==> config.mk <==
export PLATFORM = sky130hd
export DESIGN_NAME = gpsc_alu
export DESIGN_NICKNAME = d
export VERILOG_FILES = /design/src/rtl/gpsc_pkg.sv /design/src/rtl/gpsc_alu.sv
export SDC_FILE = /design/constraint.sdc
export NUM_CORES = 2
export LEC_CHECK = 0
export BUFFER_PORTS_ARGS = -buffer_cell sky130_fd_sc_hd__buf_4
export CAP_MARGIN = 30
export CORE_UTILIZATION = 55
export CTS_CLUSTER_DIAMETER = 50
export DETAILED_ROUTE_END_ITERATION = 10
export PLACE_DENSITY = 0.82
export SLEW_MARGIN = 20
export SYNTH_ARGS = -nofsm -noshare
export SYNTH_HDL_FRONTEND = slang
export SYNTH_SLANG_ARGS = --single-unit
==> constraint.sdc <==
create_clock -name clk -period 12.1 [get_ports clk]
set_input_delay 1.815 -clock clk [delete_from_list [all_inputs] [get_ports clk]]
set_output_delay 1.815 -clock clk [all_outputs]
set_load 0.01 [all_outputs]
==> src/rtl/gpsc_pkg.sv <==
// package for the grid pattern search controller
// holds sizes, request codes and shared types; no dependencies
package gpsc_pkg;

  localparam int NUM_VARS   = 4;
  localparam int MAX_RADIUS = 16;
  localparam int VAR_W      = (NUM_VARS > 1) ? $clog2(NUM_VARS) : 1;

  localparam logic [1:0] REQ_LOAD  = 2'd0;
  localparam logic [1:0] REQ_START = 2'd1;
  localparam logic [1:0] REQ_REPLY = 2'd2;

  localparam logic [32:0] NONE_BEST = 33'h0_8000_0000;

  // command to the arithmetic unit
  typedef enum logic [1:0] {
    OP_CAND  = 2'd0,
    OP_SCALE = 2'd1
  } op_t;

  typedef struct packed {
    op_t                op;
    logic signed [31:0] base;
    logic signed [6:0]  offs;
    logic [30:0]        step;
    logic [15:0]        factor;
  } alu_req_t;

endpackage

==> src/rtl/gpsc_alu.sv <==
// shared multiply unit: candidate value with saturation, or step scaling
// registered result, ready in the cycle after the operands; uses gpsc_pkg
module gpsc_alu
  import gpsc_pkg::*;
(
  input  logic        clk,
  input  alu_req_t    req,
  output logic [31:0] result
);

  logic signed [31:0] a;
  logic signed [16:0] b;
  logic signed [47:0] prod;
  logic signed [47:0] sum;

  // one 32x17 multiplier shared by both ops
  always_comb begin
    a = {1'b0, req.step};
    if (req.op == OP_SCALE) begin
      b = {1'b0, req.factor};
    end else begin
      b = {{10{req.offs[6]}}, req.offs};
    end
    prod = a * b;
    sum  = prod + {{16{req.base[31]}}, req.base};
  end

  always_ff @(posedge clk) begin
    if (req.op == OP_SCALE) begin
      result <= {1'b0, prod[46:16]};
    end else if (sum > 48'sd2147483647) begin
      result <= 32'h7fff_ffff;
    end else if (sum < -48'sd2147483648) begin
      result <= 32'h8000_0000;
    end else begin
      result <= sum[31:0];
    end
  end

endmodule

**Word level (Yosys, flattened, before mapping)**

Index checks and enable logic that the tools add are counted.

- $add $sub $neg: 1
- Multiply operators: 1
- Magnitude comparators: 2
- Equal/unequal tests: 1
- Muxes and demuxes: 4
- Reductions and logical operators: 1

Operator list:

| operator | count |
|---|---|
| $mux 31 | 2 |
| $add 48x48->48 | 1 |
| $gt 48x32->1 const B | 1 |
| $lt 48x32->1 const B | 1 |
| $mul 32x17->48 | 1 |
| $mux 32 | 1 |
| $mux 17 | 1 |
| $eq 2x1->1 const B | 1 |
| $reduce_or 2->1 | 1 |

- Register bits after elaboration: 32
- Output and inout bits: 32
- Word-level logic and storage cells: 12

**Depth between registers and ports, before layout**

- Depth after elaboration: 8
- Mapped depth: 42

**Least setup slack after synthesis**

OpenSTA, ideal clock, no wires.

- Path kind: input to register
- From: in req[86] (netlist bit)
- To: reg result[29]
- Library setup time: 0.073 ns
- Data arrival time: 11.010 ns
- Data required time: 12.027 ns
- Setup slack: 1.017 ns
- Stages: 37
- Path buffers: 5
- Path through: nor2b_1 > clkbuf_1 > buf_1 > nand2_1 > nand2_1 > clkbuf_1 > nand2_1 > fa_1 > fa_1 > fa_1 > inv_1 > fa_1 > fa_1 > fa_1 > ha_1 > a2111oi_0 > o21ai_0 > o21a_1 > a221oi_1 > and2_1 > o21ai_0 > a221o_1 > xor2_1 > ha_1 > buf_2 > a21o_1 > o21bai_1 > a221oi_1 > and2b_1 > o21ai_0 > o21ai_0 > xnor2_1 > inv_1 > or4_1 > o21ba_1 > buf_6 > o22ai_2

- Word-level cells in the longest chain between the ends: 8
- Elaborated cells between the ends (all ways): 9
- Those cells by class: 1 x add/sub; 1 x mul; 2 x order compare; 1 x eq/ne; 4 x mux

Ends and longest elaborated chain:

| element | RTL line | RTL |
|---|---|---|
| start: declaration | gpsc_alu.sv:7 | `input alu_req_t req,` |
| $eq 2x1->1 (*) | gpsc_alu.sv:19, gpsc_alu.sv:29 |  |
| $mux 17 | gpsc_alu.sv:19 | `if (req.op == OP_SCALE) begin` |
| $mul 32x17->48 | gpsc_alu.sv:24 | `prod = a * b;` |
| $add 48x48->48 | gpsc_alu.sv:25 | `sum = prod + {{16{req.base[31]}}, req.base};` |
| $lt 48x32->1 | gpsc_alu.sv:33 | `end else if (sum < -48'sd2147483648) begin` |
| $mux 32 | gpsc_alu.sv:33 |  |
| $mux 31 | gpsc_alu.sv:31 | `end else if (sum > 48'sd2147483647) begin` |
| $mux 31 (*) | gpsc_alu.sv:29 | `if (req.op == OP_SCALE) begin` |
| end signal: assignment | gpsc_alu.sv:30 | `result <= {1'b0, prod[46:16]};` |
| end signal: assignment | gpsc_alu.sv:36 | `result <= sum[31:0];` |
| end: declaration | gpsc_alu.sv:8 | `output logic [31:0] result` |

Mark *: on every way between the ends. The rest lies on a longest branch, timed or not.
A chain may end at the register's enable or synchronous reset.

**Worst setup path after layout**

- From: in req[87] (netlist bit)
- To: reg result[19]

The elaborated chain is that of the path after synthesis.

==> key figures <==
Outcome
  • Status: completed

Synth
  • Most frequent cells after synthesis: 504 x inv_1, 435 x fa_1, 385 x nand2_1
  • Flops & latches, synth: 32
  • Main combinational cell family by area after synthesis: adder cells
  • Post-Synth Adder-Cell Area: 0.521
  • Synth warnings: 0
  • Netlist area before placement: 21,500 um^2
  • Sequential share of the synthesized area: 0.0298
  • Top post-synthesis cells by area: fa_1 40%, ha_1 12%, inv_1 8.8%, nand2_1 6.7%, and2_1 4.6%
  • Area leader, netlist: fa_1
  • Ys flop type: dfxtp_1
  • Post-synthesis cell count: 2,577
  • Mux contribution to synthesized area: 0.00186
  • Compound-gate portion of the synthesized area: 0.112
  • Most instantiated library cell after synthesis: inv_1
  • Simple-Gate Fraction of Synth Area: 0.189
  • EDFF count, synth: 0
  • Yosys cell types: roughly 70
  • Synthesized area per cell: 8.35 um^2
  • Top-area cell type share of the netlist area: 0.405
  • Post-Synth XOR/XNOR Area: 0.0334
  • Syn_nets: 3,302
  • Synth async-reset ratio: 0

Clock network
  • CTS buffer count: 5
  • Clock buffer depth: 2
  • CTS hold repair buffers: 0
  • CTS Root Cell: clkbuf_16
  • H-tree depth: 2
  • Post-cts sizing count: 0
  • Setup bufs post-CTS: 0
  • Clk sink count: 32
  • Clock slew at reported path FFs: 0.06 ns
  • CTS tree: built

Setup path
  • Worst path max stage delay: about 0.6 ns
  • Crit end category: register
  • Data required, critical path: 12.26 ns
  • CP Class: in -> reg
  • Buffers and inverters on the worst path: 7
  • CP Launch Type: primary input
  • Data arrival, critical path: around 12 ns
  • CP dominant cell by count: fa_1
  • Crit path max-delay family: adder cells
  • Crit-path max FO: 31
  • Slowest-stage cell, CP: a2111oi_2

Timing
  • RSZ-0062 raised after global routing: no
  • Setup TNS: 0 ns
  • Relative max-transition margin: 0.529
  • Slew @ Worst Pin: 0.692 ns
  • # setup viols final: 0
  • Tcrit/Tclk final: 0.968
  • Maximum operating frequency: 85.4 MHz
  • Final worst path period need: 11.71 ns
  • Final Max Tran Viols: 0
  • Final WS setup: a little under 0.4 ns
  • Final Hold Fails: 0

Place
  • Port Buffers: 120
  • Gpl congestion: 0.977
  • Dpl hpwl: 49,900 um
  • Pre-CTS setup slack: 0.0610 ns

GRT
  • Met1 usage: 0.397
  • Initial antenna violation count: 2
  • Gr ovfl total: 0
  • First-pass GRT wire length: 98,000 um
  • GR Util met3: 0.0316
  • Vias in the first global route: 19,400
  • Pin count of the biggest net entering global routing: 45
  • Most Crowded Layer GR: met2
  • Met2 usage: 0.544
  • GRT Resource Usage Total: 0.313

Final layout
  • Nets@finish: between 3,000 and 4,000
  • Largest Register: result
  • Share of cells above drive strength 1: 0.0887
  • P&R area growth vs syn: 7.99%
  • Largest register FFs: 32
  • Largest regs: result (32)

Die
  • Rows: 72
  • Core Footprint: 38,600 um^2
  • Die Y: 200 um
  • DIE AREA: ~40,000 um^2
  • Initial core utilization: 0.557
  • Ports: 121
  • Die X: 200 um

Detailed routing
  • Drt pass-1 iters: 7
  • DRC Markers: 0
  • Via count: 18,200
  • Routed vias/inst: just under 6
  • Routed WL: 59,400 um
  • Post-route ant nets: 0
  • Drt initial violations: 1,151
  • Wire per inst: 18.8 um

Worst hold path
  • Hold WC Path Type: in -> reg

Flow run
  • Max_cap viols: 0
[stage by stage]
stage / instance area [um^2] / utilization / hold slack [ns] / cells
final: 23200 / 0.602 / 1.98 / 3156
after global routing: 23200 / 0.602 / 2.01 / 3156
after CTS: 23200 / 0.601 / 1.99 / 3155
after detailed placement: 23100 / 0.597 / 2.21 / 3147
after global placement: 23100 / 0.597 / 2.21 / 3147
after floorplan: 21500 / - / 2.12 / 2577
[layer usage]
layer  vias up  routed length, um
li1       8084                  -
met1      9146              22800
met2       773              29700
met3       182               3960
met4         2               2950
met5         -                 11
[path summary, 6_finish.rpt]
kind | from | to | slack [ns] | depth (start not counted)
setup / recovery | req[87] | result[19] | 0.39 | 36
hold / removal | req[87] | result[31] | 1.98 | 4
[area by class of cell]
| class | instances | area [um^2] |
|---|---|---|
| sequential | 32 | 641 |
| inverter | 504 | 1890 |
| tap | 518 | 648 |
| clock inverter | 1 | 30.0 |
| clock buffer | 7 | 153 |
| multi-input combinational | 1920 | 18500 |
| antenna | 1 | 2.50 |
| timing repair buffer | 173 | 1390 |
| fill | 3347 | 15400 |
[cell families after synthesis]
group | count (synthesis)
xor+xnor | 82
simple gates | 847
flops | 32
mux | 4
fa+ha+maj | 636
compound gates | 351
buf+inv | 625
[placed cells by master, fill, tap and decap left out, drive strengths merged, types with 4 or more instances in the layout]
cell and instances:
a2111oi 5, a211oi 12, a21o 33, a21oi 90
a221o 4, a31oi 12, a41oi 5, and2 159
and3 7, and4 4, buf 173, clkbuf 7
dfxtp 32, fa 435, ha 201, inv 504
mux2i 4, nand2 385, nand2b 25, nand3 16
nand4 24, nor2 106, nor2b 78, nor3 19
nor4 6, o211ai 10, o21a 14, o21ai 90
o21bai 10, o22ai 37, or2 4, xnor2 57
xor2 25
Power is left out: the tool's default activity adds up to more than one toggle a clock period on the data nets, which glitch-free logic cannot reach.
